## config.mk

```make
export PLATFORM = sky130hd
export DESIGN_NAME = deadline_timer_queue_core_flat
export DESIGN_NICKNAME = d
export VERILOG_FILES = /design/src/design/dtq_pkg.sv /design/src/design/dtq_if.sv /design/src/design/deadline_timer_queue_core.sv /design/src/design/dtq_reload.sv /design/src/flat_wrapper.sv
export SDC_FILE = /design/constraint.sdc
export NUM_CORES = 2
export LEC_CHECK = 0
export ABC_CLOCK_PERIOD_IN_PS = 12400
export BUFFER_PORTS_ARGS = -buffer_cell sky130_fd_sc_hd__buf_2
export CAP_MARGIN = 15
export CORE_MARGIN = 5
export CORE_UTILIZATION = 60
export DETAILED_ROUTE_END_ITERATION = 6
export PLACE_DENSITY = 0.78
export SYNTH_ARGS = -nofsm -noshare
export SYNTH_HDL_FRONTEND = slang
export SYNTH_SLANG_ARGS = --single-unit
export TNS_END_PERCENT = 5
```

## constraint.sdc

```tcl
create_clock -name clock -period 12.4 [get_ports clock]
set_clock_uncertainty 0.1 [all_clocks]
set_input_delay 1.86 -clock clock [delete_from_list [all_inputs] [get_ports clock]]
set_output_delay 1.86 -clock clock [all_outputs]
set_load 0.02 [all_outputs]
```

## src/design/dtq_pkg.sv

```systemverilog
// ----------------------------------------------------------------------------
// Deadline timer queue package
// Widths, reset values and codes shared by the timer queue files.
// ----------------------------------------------------------------------------
package dtq_pkg;

   localparam int unsigned SLOTS      = 16;
   localparam int unsigned DEPTH_DEF  = 16;
   localparam int unsigned ID_W       = 4;
   localparam int unsigned TIME_W     = 52;
   localparam int unsigned RELOAD_W   = 32;
   localparam int unsigned MINR_W     = 8;
   localparam int unsigned KIND_W     = 2;
   localparam int unsigned CSR_IDX_W  = 1;
   localparam int unsigned CSR_DATA_W = 32;

   localparam logic [RELOAD_W-1:0] MAX_RELOAD_RST = 32'h00ff_ffff;
   localparam logic [MINR_W-1:0]   MIN_RELOAD_RST = 8'd2;

   // Request kinds.
   localparam logic [KIND_W-1:0] KIND_ARM     = 2'd0;
   localparam logic [KIND_W-1:0] KIND_COMPARE = 2'd1;
   localparam logic [KIND_W-1:0] KIND_READ    = 2'd2;

   // Response kinds.
   localparam logic [KIND_W-1:0] RK_EXPIRED = 2'd0;
   localparam logic [KIND_W-1:0] RK_RELOAD  = 2'd1;
   localparam logic [KIND_W-1:0] RK_IDLE    = 2'd2;
   localparam logic [KIND_W-1:0] RK_TIME    = 2'd3;

   // Register indexes.
   localparam logic [CSR_IDX_W-1:0] REG_MAX_RELOAD = 1'd0;
   localparam logic [CSR_IDX_W-1:0] REG_MIN_RELOAD = 1'd1;

endpackage

```

## src/design/dtq_if.sv

```systemverilog
// ----------------------------------------------------------------------------
// Deadline timer queue channels
// Request, response and register write channels with valid/ready.
// ----------------------------------------------------------------------------
interface dtq_req_if;
   import dtq_pkg::*;
   logic                valid;
   logic                ready;
   logic [KIND_W-1:0]   kind;
   logic [ID_W-1:0]     timer_id;
   logic [TIME_W-1:0]   deadline;
   logic [TIME_W-1:0]   raw_counter;
   modport source (output valid, kind, timer_id, deadline, raw_counter, input ready);
   modport sink   (input valid, kind, timer_id, deadline, raw_counter, output ready);
endinterface

interface dtq_rsp_if;
   import dtq_pkg::*;
   logic                valid;
   logic                ready;
   logic [KIND_W-1:0]   result_kind;
   logic [ID_W-1:0]     expired_id;
   logic [TIME_W-1:0]   time_value;
   logic [RELOAD_W-1:0] reload_value;
   logic                last;
   modport source (output valid, result_kind, expired_id, time_value, reload_value, last,
                   input ready);
   modport sink   (input valid, result_kind, expired_id, time_value, reload_value, last,
                   output ready);
endinterface

interface dtq_csr_if;
   import dtq_pkg::*;
   logic                  valid;
   logic                  ready;
   logic [CSR_IDX_W-1:0]  index;
   logic [CSR_DATA_W-1:0] data;
   modport source (output valid, index, data, input ready);
   modport sink   (input valid, index, data, output ready);
endinterface

```

## src/design/deadline_timer_queue_core.sv

```systemverilog
// ----------------------------------------------------------------------------
// Deadline timer queue core
// Keeps armed timers sorted by deadline and reports expiries and reloads.
// ----------------------------------------------------------------------------
// A request word carries a kind, a timer slot, a deadline and the raw 52-bit
// counter. The first request after reset latches the counter as the time
// base; every later time is the raw counter minus that base. An arm request
// removes the slot if it is armed and inserts it behind entries with an equal
// or earlier deadline, giving a reload word when it becomes the head. A
// compare request gives one expired word for each due entry, then a reload or
// an idle word. A read request gives the relative time. The final word caused
// by a request has last set.
// One request is handled at a time. The order list and the deadlines live in
// two memories with registered reads, so the cost is set by their walks: an
// arm walks the order list to remove an armed slot and again to insert it, and
// a compare shifts the list up once for each expired entry.
// Reset empties the queue and restores the register defaults; no clearing
// pass is needed. Results go through one output register; when the receiver
// stalls the walk waits in front of that register and no request is taken.
// Register writes are always accepted.
// ----------------------------------------------------------------------------
module deadline_timer_queue_core #(
   parameter int unsigned DEPTH = dtq_pkg::DEPTH_DEF
) (
   input  logic        clock,
   input  logic        reset,
   dtq_req_if.sink     req_if,
   dtq_rsp_if.source   rsp_if,
   dtq_csr_if.sink     csr_if
);
   import dtq_pkg::*;

   localparam int unsigned IW = $clog2(DEPTH);
   localparam int unsigned CW = $clog2(DEPTH + 1);

   typedef enum logic [14:0] {
      S_IDLE    = 15'h0001,
      S_RM_RD   = 15'h0002,
      S_RM_WR   = 15'h0004,
      S_INS_CHK = 15'h0008,
      S_INS_DL  = 15'h0010,
      S_INS_CMP = 15'h0020,
      S_INS_PUT = 15'h0040,
      S_HD_CHK  = 15'h0080,
      S_HD_DL   = 15'h0100,
      S_HD_CMP  = 15'h0200,
      S_SH_CHK  = 15'h0400,
      S_SH_WR   = 15'h0800,
      S_REL     = 15'h1000,
      S_CLAMP   = 15'h2000,
      S_EMIT    = 15'h4000
   } state_type;

   state_type state_ff, state_in;

   // Request context.
   logic [ID_W-1:0]     id_ff, id_in;
   logic [TIME_W-1:0]   dl_ff, dl_in;
   logic [TIME_W-1:0]   now_ff, now_in;
   logic [TIME_W-1:0]   base_ff, base_in;
   logic                based_ff, based_in;

   // Queue control.
   logic [CW-1:0]       cnt_ff, cnt_in;
   logic [CW-1:0]       i_ff, i_in;
   logic [CW-1:0]       w_ff, w_in;
   logic [ID_W-1:0]     val_ff, val_in;
   logic [SLOTS-1:0]    armed_ff, armed_in;

   // Reload computation.
   logic [TIME_W-1:0]   hdl_ff, hdl_in;
   logic                lo_ff, lo_in;
   logic [TIME_W-1:0]   diff_ff, diff_in;
   logic [RELOAD_W-1:0] reload;

   // Pending word, waiting for the output register.
   logic [KIND_W-1:0]   pk_ff, pk_in;
   logic [ID_W-1:0]     pid_ff, pid_in;
   logic [TIME_W-1:0]   ptv_ff, ptv_in;
   logic [RELOAD_W-1:0] prv_ff, prv_in;
   logic                plast_ff, plast_in;

   // Registers.
   logic [RELOAD_W-1:0] max_ff, max_in;
   logic [MINR_W-1:0]   min_ff, min_in;

   // Output register.
   logic                ov_ff, ov_in;
   logic [KIND_W-1:0]   ok_ff, ok_in;
   logic [ID_W-1:0]     oid_ff, oid_in;
   logic [TIME_W-1:0]   otv_ff, otv_in;
   logic [RELOAD_W-1:0] orv_ff, orv_in;
   logic                olast_ff, olast_in;

   // Memories.
   logic [ID_W-1:0]     order_mem [DEPTH];
   logic [ID_W-1:0]     order_q;
   logic                ord_we;
   logic [IW-1:0]       ord_waddr, ord_raddr;
   logic [ID_W-1:0]     ord_wdata;
   logic [TIME_W-1:0]   dl_mem [SLOTS];
   logic [TIME_W-1:0]   dl_q;
   logic                dlm_we;
   logic [ID_W-1:0]     dlm_raddr;

   logic [CW-1:0]       im1;
   logic [TIME_W-1:0]   base_sel;
   logic                out_free;
   logic                accept;

   assign im1      = i_ff - CW'(1);
   assign out_free = !ov_ff || rsp_if.ready;
   assign accept   = req_if.valid && (state_ff == S_IDLE);
   assign base_sel = based_ff ? base_ff : req_if.raw_counter;

   assign req_if.ready = (state_ff == S_IDLE);
   assign csr_if.ready = 1'b1;

   dtq_reload u_reload (
      .below_min  (lo_ff),
      .delta      (diff_ff),
      .max_reload (max_ff),
      .min_reload (min_ff),
      .reload     (reload)
   );

   always_comb begin
      state_in  = state_ff;
      id_in     = id_ff;
      dl_in     = dl_ff;
      now_in    = now_ff;
      base_in   = base_ff;
      based_in  = based_ff;
      cnt_in    = cnt_ff;
      i_in      = i_ff;
      w_in      = w_ff;
      val_in    = val_ff;
      armed_in  = armed_ff;
      hdl_in    = hdl_ff;
      lo_in     = lo_ff;
      diff_in   = diff_ff;
      pk_in     = pk_ff;
      pid_in    = pid_ff;
      ptv_in    = ptv_ff;
      prv_in    = prv_ff;
      plast_in  = plast_ff;
      max_in    = max_ff;
      min_in    = min_ff;
      ov_in     = ov_ff && !rsp_if.ready;
      ok_in     = ok_ff;
      oid_in    = oid_ff;
      otv_in    = otv_ff;
      orv_in    = orv_ff;
      olast_in  = olast_ff;
      ord_we    = 1'b0;
      ord_waddr = i_ff[IW-1:0];
      ord_wdata = id_ff;
      ord_raddr = i_ff[IW-1:0];
      dlm_we    = 1'b0;
      dlm_raddr = order_q;

      if (csr_if.valid) begin
         case (csr_if.index)
            REG_MAX_RELOAD: max_in = csr_if.data;
            REG_MIN_RELOAD: min_in = csr_if.data[MINR_W-1:0];
            default: ;
         endcase
      end

      case (state_ff)
         S_IDLE: begin
            if (accept) begin
               base_in  = base_sel;
               based_in = 1'b1;
               now_in   = req_if.raw_counter - base_sel;
               id_in    = req_if.timer_id;
               dl_in    = req_if.deadline;
               pid_in   = '0;
               ptv_in   = '0;
               prv_in   = '0;
               case (req_if.kind)
                  KIND_ARM: begin
                     if (armed_ff[req_if.timer_id]) begin
                        i_in     = '0;
                        w_in     = '0;
                        state_in = S_RM_RD;
                     end else if (cnt_ff >= CW'(DEPTH)) begin
                        // Full queue: the arm is dropped silently.
                        state_in = S_IDLE;
                     end else begin
                        i_in     = cnt_ff;
                        state_in = S_INS_CHK;
                     end
                  end
                  KIND_COMPARE: state_in = S_HD_CHK;
                  KIND_READ: begin
                     pk_in    = RK_TIME;
                     ptv_in   = req_if.raw_counter - base_sel;
                     plast_in = 1'b1;
                     state_in = S_EMIT;
                  end
                  default: state_in = S_IDLE;
               endcase
            end
         end

         // Compact the order list, dropping the re-armed slot.
         S_RM_RD: begin
            ord_raddr = i_ff[IW-1:0];
            state_in  = S_RM_WR;
         end
         S_RM_WR: begin
            if (order_q != id_ff) begin
               ord_we    = 1'b1;
               ord_waddr = w_ff[IW-1:0];
               ord_wdata = order_q;
               w_in      = w_ff + CW'(1);
            end
            if (i_ff == cnt_ff - CW'(1)) begin
               cnt_in          = cnt_ff - CW'(1);
               armed_in[id_ff] = 1'b0;
               i_in            = cnt_ff - CW'(1);
               state_in        = S_INS_CHK;
            end else begin
               i_in     = i_ff + CW'(1);
               state_in = S_RM_RD;
            end
         end

         // Insert from the tail, moving later deadlines up one place.
         S_INS_CHK: begin
            ord_raddr = im1[IW-1:0];
            state_in  = (i_ff == '0) ? S_INS_PUT : S_INS_DL;
         end
         S_INS_DL: begin
            val_in    = order_q;
            dlm_raddr = order_q;
            state_in  = S_INS_CMP;
         end
         S_INS_CMP: begin
            if (dl_q > dl_ff) begin
               ord_we    = 1'b1;
               ord_wdata = val_ff;
               i_in      = im1;
               state_in  = S_INS_CHK;
            end else begin
               state_in  = S_INS_PUT;
            end
         end
         S_INS_PUT: begin
            ord_we          = 1'b1;
            ord_wdata       = id_ff;
            dlm_we          = 1'b1;
            armed_in[id_ff] = 1'b1;
            cnt_in          = cnt_ff + CW'(1);
            hdl_in          = dl_ff;
            state_in        = (i_ff == '0) ? S_REL : S_IDLE;
         end

         // Expiry walk over the head of the queue.
         S_HD_CHK: begin
            ord_raddr = '0;
            if (cnt_ff == '0) begin
               pk_in    = RK_IDLE;
               pid_in   = '0;
               ptv_in   = '0;
               prv_in   = '0;
               plast_in = 1'b1;
               state_in = S_EMIT;
            end else begin
               state_in = S_HD_DL;
            end
         end
         S_HD_DL: begin
            val_in    = order_q;
            dlm_raddr = order_q;
            state_in  = S_HD_CMP;
         end
         S_HD_CMP: begin
            if (dl_q <= now_ff) begin
               armed_in[val_ff] = 1'b0;
               pk_in    = RK_EXPIRED;
               pid_in   = val_ff;
               ptv_in   = dl_q;
               prv_in   = '0;
               plast_in = 1'b0;
               state_in = S_EMIT;
            end else begin
               hdl_in   = dl_q;
               state_in = S_REL;
            end
         end
         S_SH_CHK: begin
            ord_raddr = i_ff[IW-1:0];
            if (i_ff == cnt_ff) begin
               cnt_in   = cnt_ff - CW'(1);
               state_in = S_HD_CHK;
            end else begin
               state_in = S_SH_WR;
            end
         end
         S_SH_WR: begin
            ord_we    = 1'b1;
            ord_waddr = im1[IW-1:0];
            ord_wdata = order_q;
            i_in      = i_ff + CW'(1);
            state_in  = S_SH_CHK;
         end

         // Reload: compare against the lower bound, then clamp.
         S_REL: begin
            lo_in    = {1'b0, hdl_ff} < ({1'b0, now_ff} + (TIME_W + 1)'(min_ff));
            diff_in  = hdl_ff - now_ff;
            state_in = S_CLAMP;
         end
         S_CLAMP: begin
            pk_in    = RK_RELOAD;
            pid_in   = '0;
            ptv_in   = '0;
            prv_in   = reload;
            plast_in = 1'b1;
            state_in = S_EMIT;
         end

         S_EMIT: begin
            if (out_free) begin
               ov_in    = 1'b1;
               ok_in    = pk_ff;
               oid_in   = pid_ff;
               otv_in   = ptv_ff;
               orv_in   = prv_ff;
               olast_in = plast_ff;
               if (plast_ff) begin
                  state_in = S_IDLE;
               end else begin
                  i_in     = CW'(1);
                  state_in = S_SH_CHK;
               end
            end
         end

         default: state_in = S_IDLE;
      endcase
   end

   always_ff @(posedge clock) begin
      if (reset) begin
         state_ff <= S_IDLE;
         based_ff <= 1'b0;
         base_ff  <= '0;
         cnt_ff   <= '0;
         armed_ff <= '0;
         max_ff   <= MAX_RELOAD_RST;
         min_ff   <= MIN_RELOAD_RST;
         ov_ff    <= 1'b0;
      end else begin
         state_ff <= state_in;
         based_ff <= based_in;
         base_ff  <= base_in;
         cnt_ff   <= cnt_in;
         armed_ff <= armed_in;
         max_ff   <= max_in;
         min_ff   <= min_in;
         ov_ff    <= ov_in;
      end
   end

   always_ff @(posedge clock) begin
      id_ff    <= id_in;
      dl_ff    <= dl_in;
      now_ff   <= now_in;
      i_ff     <= i_in;
      w_ff     <= w_in;
      val_ff   <= val_in;
      hdl_ff   <= hdl_in;
      lo_ff    <= lo_in;
      diff_ff  <= diff_in;
      pk_ff    <= pk_in;
      pid_ff   <= pid_in;
      ptv_ff   <= ptv_in;
      prv_ff   <= prv_in;
      plast_ff <= plast_in;
      ok_ff    <= ok_in;
      oid_ff   <= oid_in;
      otv_ff   <= otv_in;
      orv_ff   <= orv_in;
      olast_ff <= olast_in;
   end

   // Order list memory.
   always_ff @(posedge clock) begin
      if (ord_we) begin
         order_mem[ord_waddr] <= ord_wdata;
      end
      order_q <= order_mem[ord_raddr];
   end

   // Deadline memory, one entry per timer slot.
   always_ff @(posedge clock) begin
      if (dlm_we) begin
         dl_mem[id_ff] <= dl_ff;
      end
      dl_q <= dl_mem[dlm_raddr];
   end

   assign rsp_if.valid        = ov_ff;
   assign rsp_if.result_kind  = ok_ff;
   assign rsp_if.expired_id   = oid_ff;
   assign rsp_if.time_value   = otv_ff;
   assign rsp_if.reload_value = orv_ff;
   assign rsp_if.last         = olast_ff;

endmodule

```

## src/design/dtq_reload.sv

```systemverilog
// ----------------------------------------------------------------------------
// Reload clamp
// Clamps the distance to the head deadline into [min_reload, max_reload].
// ----------------------------------------------------------------------------
module dtq_reload (
   input  logic                          below_min,
   input  logic [dtq_pkg::TIME_W-1:0]    delta,
   input  logic [dtq_pkg::RELOAD_W-1:0]  max_reload,
   input  logic [dtq_pkg::MINR_W-1:0]    min_reload,
   output logic [dtq_pkg::RELOAD_W-1:0]  reload
);
   import dtq_pkg::*;

   // The lower bound wins when the two bounds cross.
   always_comb begin
      if (below_min) begin
         reload = RELOAD_W'(min_reload);
      end else if (delta > TIME_W'(max_reload)) begin
         reload = max_reload;
      end else begin
         reload = delta[RELOAD_W-1:0];
      end
   end

endmodule

```

## src/flat_wrapper.sv

```systemverilog
// flat-port wrapper written by rule: the top's interface ports become plain ports
module deadline_timer_queue_core_flat import dtq_pkg::*;
#(
   parameter int unsigned DEPTH = dtq_pkg::DEPTH_DEF
)
  (clock, reset, req_if_valid, req_if_kind, req_if_timer_id, req_if_deadline, req_if_raw_counter, req_if_ready, rsp_if_valid, rsp_if_result_kind, rsp_if_expired_id, rsp_if_time_value, rsp_if_reload_value, rsp_if_last, rsp_if_ready, csr_if_valid, csr_if_index, csr_if_data, csr_if_ready);
  dtq_req_if req_if_i ();
  dtq_rsp_if rsp_if_i ();
  dtq_csr_if csr_if_i ();
  input  logic clock;
  input  logic reset;
  input wire logic [$bits(req_if_i.valid)-1:0] req_if_valid;
  input wire logic [$bits(req_if_i.kind)-1:0] req_if_kind;
  input wire logic [$bits(req_if_i.timer_id)-1:0] req_if_timer_id;
  input wire logic [$bits(req_if_i.deadline)-1:0] req_if_deadline;
  input wire logic [$bits(req_if_i.raw_counter)-1:0] req_if_raw_counter;
  output wire logic [$bits(req_if_i.ready)-1:0] req_if_ready;
  output wire logic [$bits(rsp_if_i.valid)-1:0] rsp_if_valid;
  output wire logic [$bits(rsp_if_i.result_kind)-1:0] rsp_if_result_kind;
  output wire logic [$bits(rsp_if_i.expired_id)-1:0] rsp_if_expired_id;
  output wire logic [$bits(rsp_if_i.time_value)-1:0] rsp_if_time_value;
  output wire logic [$bits(rsp_if_i.reload_value)-1:0] rsp_if_reload_value;
  output wire logic [$bits(rsp_if_i.last)-1:0] rsp_if_last;
  input wire logic [$bits(rsp_if_i.ready)-1:0] rsp_if_ready;
  input wire logic [$bits(csr_if_i.valid)-1:0] csr_if_valid;
  input wire logic [$bits(csr_if_i.index)-1:0] csr_if_index;
  input wire logic [$bits(csr_if_i.data)-1:0] csr_if_data;
  output wire logic [$bits(csr_if_i.ready)-1:0] csr_if_ready;
  assign req_if_i.valid = req_if_valid;
  assign req_if_i.kind = req_if_kind;
  assign req_if_i.timer_id = req_if_timer_id;
  assign req_if_i.deadline = req_if_deadline;
  assign req_if_i.raw_counter = req_if_raw_counter;
  assign req_if_ready = req_if_i.ready;
  assign rsp_if_valid = rsp_if_i.valid;
  assign rsp_if_result_kind = rsp_if_i.result_kind;
  assign rsp_if_expired_id = rsp_if_i.expired_id;
  assign rsp_if_time_value = rsp_if_i.time_value;
  assign rsp_if_reload_value = rsp_if_i.reload_value;
  assign rsp_if_last = rsp_if_i.last;
  assign rsp_if_i.ready = rsp_if_ready;
  assign csr_if_i.valid = csr_if_valid;
  assign csr_if_i.index = csr_if_index;
  assign csr_if_i.data = csr_if_data;
  assign csr_if_ready = csr_if_i.ready;
  deadline_timer_queue_core #(.DEPTH(DEPTH)) u_core (.clock(clock), .reset(reset), .req_if(req_if_i), .rsp_if(rsp_if_i), .csr_if(csr_if_i));
endmodule
```

# Yosys cells after proc, flatten, opt, wreduce, memory -nomap -nowiden
# Memories as Yosys holds them, arrays and structs flattened. A register that Yosys moved wholly into a read port is not among the register bits.
# Index checks and enable logic that the tools add are counted.
# W data, S select, Z words.
[totals] reg_bits=539 ramBits=896 in_bits=148 out_inout_bits=94 wordCells=201 memories=2
[classes] n_addsub=8 n_lt_le_gt_ge=10 n_eq_ne=34 n_mux=84 bitwise=6 n_reduce_logical=30
[memory_table] memory="u_core.dl_mem" depth=16 width=52 read_ports=1 rd_ports_with_merged_regs=1 wr=1 line="deadline_timer_queue_core.sv:101" source="logic [TIME_W-1:0] dl_mem [SLOTS];"
[memory_table] memory="u_core.order_mem" depth=16 width=4 read_ports=1 rd_ports_with_merged_regs=1 wr=1 line="deadline_timer_queue_core.sv:96" source="logic [ID_W-1:0] order_mem [DEPTH];"
[op_table] operator="$mux W52" count=6
[op_table] operator="$pmux W15 S15" count=1
[op_table] operator="$pmux W52 S4" count=1
[op_table] operator="$mux W32" count=5
[op_table] operator="$pmux W32 S4" count=1
[op_table] operator="$pmux W52 S2" count=1
[op_table] operator="$sub A52 B52 Y52" count=2
[op_table] operator="$mux W15" count=5
[op_table] operator="$mux W5" count=14
[op_table] operator="$add A52 B8 Y53" count=1
[op_table] operator="$lt A52 B53 Y1" count=1
[op_table] operator="$gt A52 B32 Y1" count=1
[op_table] operator="$gt A52 B52 Y1" count=1
[op_table] operator="$le A52 B52 Y1" count=1
[op_table] operator="$pmux W16 S3" count=1
[op_table] operator="$pmux W15 S3" count=1
[op_table] operator="$and A16 B16 Y16" count=2
[op_table] operator="$mux W16" count=2
[op_table] operator="$mux W4" count=8
[op_table] operator="$not A16 Y16" count=2
[op_table] operator="$pmux W5 S5" count=1
[op_table] operator="$ne A2 B1 Y1 const B" count=11
[op_table] operator="$mux W1" count=16
[op_table] operator="$or A16 B16 Y16" count=1
[op_table] operator="other kinds (57)" count=86

# Depth between registers and ports, before layout
[depth] depth_word=8 mapped_depth=24 ltp_nobuf=24

# Cells and area by module
# From an unflattened synthesis, not the netlist that was laid out.
[hier_totals] hier_cells=4552 hier_area_um2=67265.8
[modules_own_cells] mod="deadline_timer_queue_core" n_inst=1 cells_per_inst=4297 area_per_inst_um2=65549.1 seq_area_each_um2=42881.1
[modules_own_cells] mod="dtq_reload" n_inst=1 cells_per_inst=255 area_per_inst_um2=1716.6 seq_area_each_um2=0.0

# Worst setup path after synthesis
# No wires, ideal clock.
[synth_path] path_kind="register to register" start="reg u_core.now_ff[37]" end="reg u_core.pid_ff[0], enable pin" setup_ps=751 arrival_ps=10435 t_required_ps=11549 slack_ps=1114 path_stages_with_launch=12 n_path_buf=0 period_less_slack_ps=11286 cell_sequence="edfxtp_1 inv_1 ha_1 a21o_1 a21o_1 a21o_1 a21oi_1 o21ai_0 a2111oi_0 or2_2 a31oi_1 nor4_1"
[synth_between] elab_chain_cells=3
[synth_lines] item="start: declaration" line="deadline_timer_queue_core.sv:59" source="logic [TIME_W-1:0] now_ff, now_in;"
[synth_lines] item="start signal: assignment" line="deadline_timer_queue_core.sv:371" source="now_ff <= now_in;"
[synth_lines] item="$le A52 B52 Y1" line="deadline_timer_queue_core.sv:280" source="if (dl_q <= now_ff) begin"
[synth_lines] item="$ne A2 B1 Y1 (no source line)"
[synth_lines] item="$reduce_and A4 Y1 (no source line)"
[synth_lines] item="end signal: assignment" line="deadline_timer_queue_core.sv:379" source="pid_ff <= pid_in;"
[synth_lines] item="end: declaration" line="deadline_timer_queue_core.sv:78" source="logic [ID_W-1:0] pid_ff, pid_in;"
# Every way passes these cells.
# A chain may end at the register's enable or synchronous reset.

# Final worst setup path
[layout_path] start="reg u_core.now_ff[0]" end="reg u_core.lo_ff (data pin)"
[layout_between] elab_chain_cells=2
[layout_lines] item="$add A52 B8 Y53" line="deadline_timer_queue_core.sv:312" source="lo_in = {1'b0, hdl_ff} < ({1'b0, now_ff} + (TIME_W + 1)'(min_ff));"
[layout_lines] item="$lt A52 B53 Y1" line="deadline_timer_queue_core.sv:312"
[layout_lines] item="end signal: assignment" line="deadline_timer_queue_core.sv:376" source="lo_ff <= lo_in;"
[layout_lines] item="end: declaration" line="deadline_timer_queue_core.sv:72" source="logic lo_ff, lo_in;"
# Every way passes these cells.

==> impl_results.md <==
- Status: completed
- Routed Wire Length: 177 mm
- Antenna violations before repair: 5
- Number of global-route vias before repair: 40900
- Die Height: 344 um
- Async set-reset flop share out of synthesis: 0%
- Synth Net Count: 5030
- Critical Path Fanout Max: 9
- Clock Tree Buf Depth: 3
- # IOs: about 240
- GR Util All Layers: approximately 30%
- Ranking of synthesized cells by area: edfxtp_1 (58%), mux4_2 (8.9%), ha_1 (5.7%)
- Crit-path cells: ha_1 -> inv_1 -> fa_1 -> nor2b_1 -> o21ai_0 -> a21oi_1 -> o21ai_0 -> a21oi_1 -> o21a_1 -> o21ai_1 -> buf_4 -> nor4_2 -> nand2_1 -> xnor2_1 -> ha_1 -> a21o_1 -> a21o_1 -> a21oi_1 -> nor2b_1 -> o21ai_0 -> nand2b_1 -> a21oi_1 -> o221ai_1 -> o21ai_0
- Post-synth EDFFs: 1304
- Vias per Instance: around 6.4
- Post-synth top area share: between 50 and 60%
- Top-count cell post-synth: edfxtp_1
- Worst-Skew Late Latency: roughly 0.78 ns
- Static Leak: 27.3 nW
- Yosys top cell by area: edfxtp_1
- Clk sink count: approximately 1500
- Die width: between 300 and 400 um
- Via count: around 41000
- H-tree depth: 4
- Power density over the cells: 221 nW/um^2
- Max Transition Viols Final: 0
- Detail Route Antenna Nets: 0
- CTS Buf Count: between 150 and 200
- Minimum clock period: approximately 5.4 ns
- Core ar.: about 110000 um^2
- Final hold vios: 0
- Avg Cell Area, Syn: between 10 and 15 um^2
- Hold Path Class: reg -> reg
- Number of synthesized register bits: about 1500
- Startpoint type of the worst setup path: flip-flop
- First-pass GRT wire length: 261 mm
- CP Data Arrival Time: 5.77 ns
- Cell count after synthesis: between 4000 and 5000
- Ys Warns: 0
- Fmax: roughly 0.19 GHz
- RSZ-0062 raised after global routing: no
- CTS Hold Bufs: 0
- Row cnt: about 120
- Synth Flop Type: edfxtp_1
- HPWL Detailed: between 100 and 150 mm
- Min Hold Slack: 0.315 ns
- Rel. slew slack: 22.6%
- Library cells used by synthesis: between 80 and 90
- Synth Cell Area: 67000 um^2
- Initial core utilization: 60.5%
- # fillers: about 7500
- I/O Buffers: 240
- Largest net degree at the start of global routing: roughly 140
- Crit-path max cell delay: around 0.53 ns
- Hold path depth: 0
- Max-Cap Viols: 0
- Area of the multi-input gates: around 23000 um^2
- Grt total ovfl: 0
- Slowest cell on the critical path: nor4_2
- Worst Tran Pin Value: about 1.2 ns
- Setup Buffers After CTS: 0
- Sequential cell area: 42900 um^2
- Post-synthesis sequential area ratio: 64.0%
- Max VDD drop: between 150 and 200 uV
- Die area: between 100000 and 150000 um^2
- Post_cts resized: 0
- Final-report setup violation count: 0
- RD Place Congestion: around 0.9
- CTS tree: built
- Fin crit share: 43.3%
- Worst-case reg-to-reg path depth: 24
- Clk slew on worst S/H paths: about 0.060 ns
- Setup tns final: 0 ns
- Worst Path Required: approximately 13 ns
- Drt pass-1 iters: 6
- DRC violations left: 0
- Nets: 5283
- Post-synth top cells: edfxtp_1 (1304), nand2_1 (347), ha_1 (308)
- Root Buffer: clkbuf_16
- Share of cells above drive strength 1: between 10% and 20%
- P&R area growth vs syn: 11.9%
- Setup CP Type: reg -> reg
- Initial drt markers: roughly 5200
- Post-DR wirelength/cell: about 28 um
- Worst setup EP type: flip-flop
cells in the final DEF, fill, tap and decap left out, types with 78 or more instances in the layout:
cell type | netlist | routed
edfxtp_1 | 1304 | 1304
nand2_1 | 347 | 347
ha_1 | 308 | 308
mux4_2 | 265 | 265
nor2_1 | 274 | 257
buf_2 | 15 | 240
a21oi_1 | 214 | 214
inv_1 | 197 | 197
dfxtp_1 | 186 | 181
clkbuf_16 | 0 | 157
o21ai_0 | 144 | 144
xnor2_1 | 129 | 129
a21o_1 | 126 | 126
mux2i_1 | 122 | 122
nand4_1 | 82 | 82
a211oi_1 | 80 | 80
nand3_1 | 78 | 78
layout make-up:
| type | count | share of cell area (%) |
|---|---|---|
| sequential | 1490 | 57.2 |
| multi-input combinational | 2687 | 30.4 |
| clock buffer | 200 | 5.61 |
| tap | 1488 | 2.48 |
| timing repair buffer | 294 | 2.16 |
| clock inverter | 81 | 1.17 |
| inverter | 200 | 1.00 |
| antenna | 3 | 0.0100 |
worst max-delay path: cells and delay by family (launching register included):
family | cells | cell delay, ns
AO/OA/AOI/OAI | 13 | 2.33
AND/OR/NAND/NOR | 5 | 0.92
buffers and inverters | 2 | 0.28
flip-flops | 1 | 0.41
adder cells (fa/ha/maj) | 3 | 0.90
XOR/XNOR | 1 | 0.16
cells by family (layout without fill, tap and decap cells):
logic type,count (synthesis),in the layout,synth area share (%)
AOI/OAI and AO/OA,793,793,7.71
xor gates and xnor gates,172,172,2.25
adders and majority gates,311,311,5.84
buffers and inverters,394,775,2.29
DFF,1490,1490,64.0
muxes,387,387,10.7
other,1,4,0.00559
and+or+nand+nor,1023,1023,7.23
metrics by stage:
step           utilization (%)  instance area (um^2)  setup WS [ns]  std cells  power [mW]
3_3_place_gp              63.1                 69900           6.67       6154        11.7
2_1_floorplan                -                 67000           1.11       4571        10.3
3_5_place_dp              63.1                 69900           6.61       6155        11.8
5_1_grt                   67.7                 75000           6.87       6442        17.3
4_1_cts                   67.7                 75000           7.23       6436        16.5
6_report                  67.7                 75000           7.03       6443        16.6
routing by layer:
| metal | vias up | GRT usage [%] | routed length, um |
|---|---|---|---|
| met5 | - | 0 | 22 |
| met4 | 4 | 8.53 | 5130 |
| met3 | 327 | 6.02 | 16600 |
| met2 | 2232 | 47.4 | 83900 |
| met1 | 20700 | 42.7 | 71600 |
| li1 | 18200 | - | - |
sequential cells by signal, summed over array words and instances, names as in the netlist, 4 cells and up:
| signal | cells |
|---|---|
| u_core.pid_ff | 4 |
| u_core.now_ff | 52 |
| u_core.i_ff | 5 |
| u_core.dl_q | 52 |
| u_core.w_ff | 4 |
| u_core.val_ff | 4 |
| u_core.ptv_ff | 52 |
| u_core.state_ff | 15 |
| u_core.id_ff | 4 |
| u_core.armed_ff | 16 |
| u_core.prv_ff | 32 |
| u_core.diff_ff | 52 |
| u_core.rsp_if.expired_id | 4 |
| u_core.dlm_raddr | 4 |
| u_core.order_mem | 64 |
| u_core.dl_mem | 832 |
| u_core.rsp_if.time_value | 52 |
| u_core.dl_ff | 52 |
| u_core.hdl_ff | 52 |
| u_core.rsp_if.reload_value | 32 |
| u_core.max_ff | 32 |
| u_core.min_ff | 8 |
| u_core.base_ff | 52 |
| u_core.cnt_ff | 5 |
power by group:
part / internal [mW] / switching (mW) / leakage (nW) / total, mW
clock: 2.72 / 1.97 / 2.49 / 4.69
combinational: 2.08 / 2.75 / 11.4 / 4.84
sequential: 6.34 / 0.693 / 13.4 / 7.03
total: 11.1 / 5.41 / 27.3 / 16.6
worst paths after layout:
check,from,slack (ns),end
worst min-delay path,u_core.prv_ff[3]$_SDFFCE_PP0P_,0.32,u_core.rsp_if.reload_value[3]$_DFFE_PP_
worst min register to register,u_core.prv_ff[3]$_SDFFCE_PP0P_,0.32,u_core.rsp_if.reload_value[3]$_DFFE_PP_
worst max-delay path,u_core.now_ff[0]$_DFFE_PP_,7.03,u_core.lo_ff$_DFFE_PP_
worst max register to register,u_core.now_ff[0]$_DFFE_PP_,7.03,u_core.lo_ff$_DFFE_PP_
Note: power is estimated with default switching activity, not from simulation.
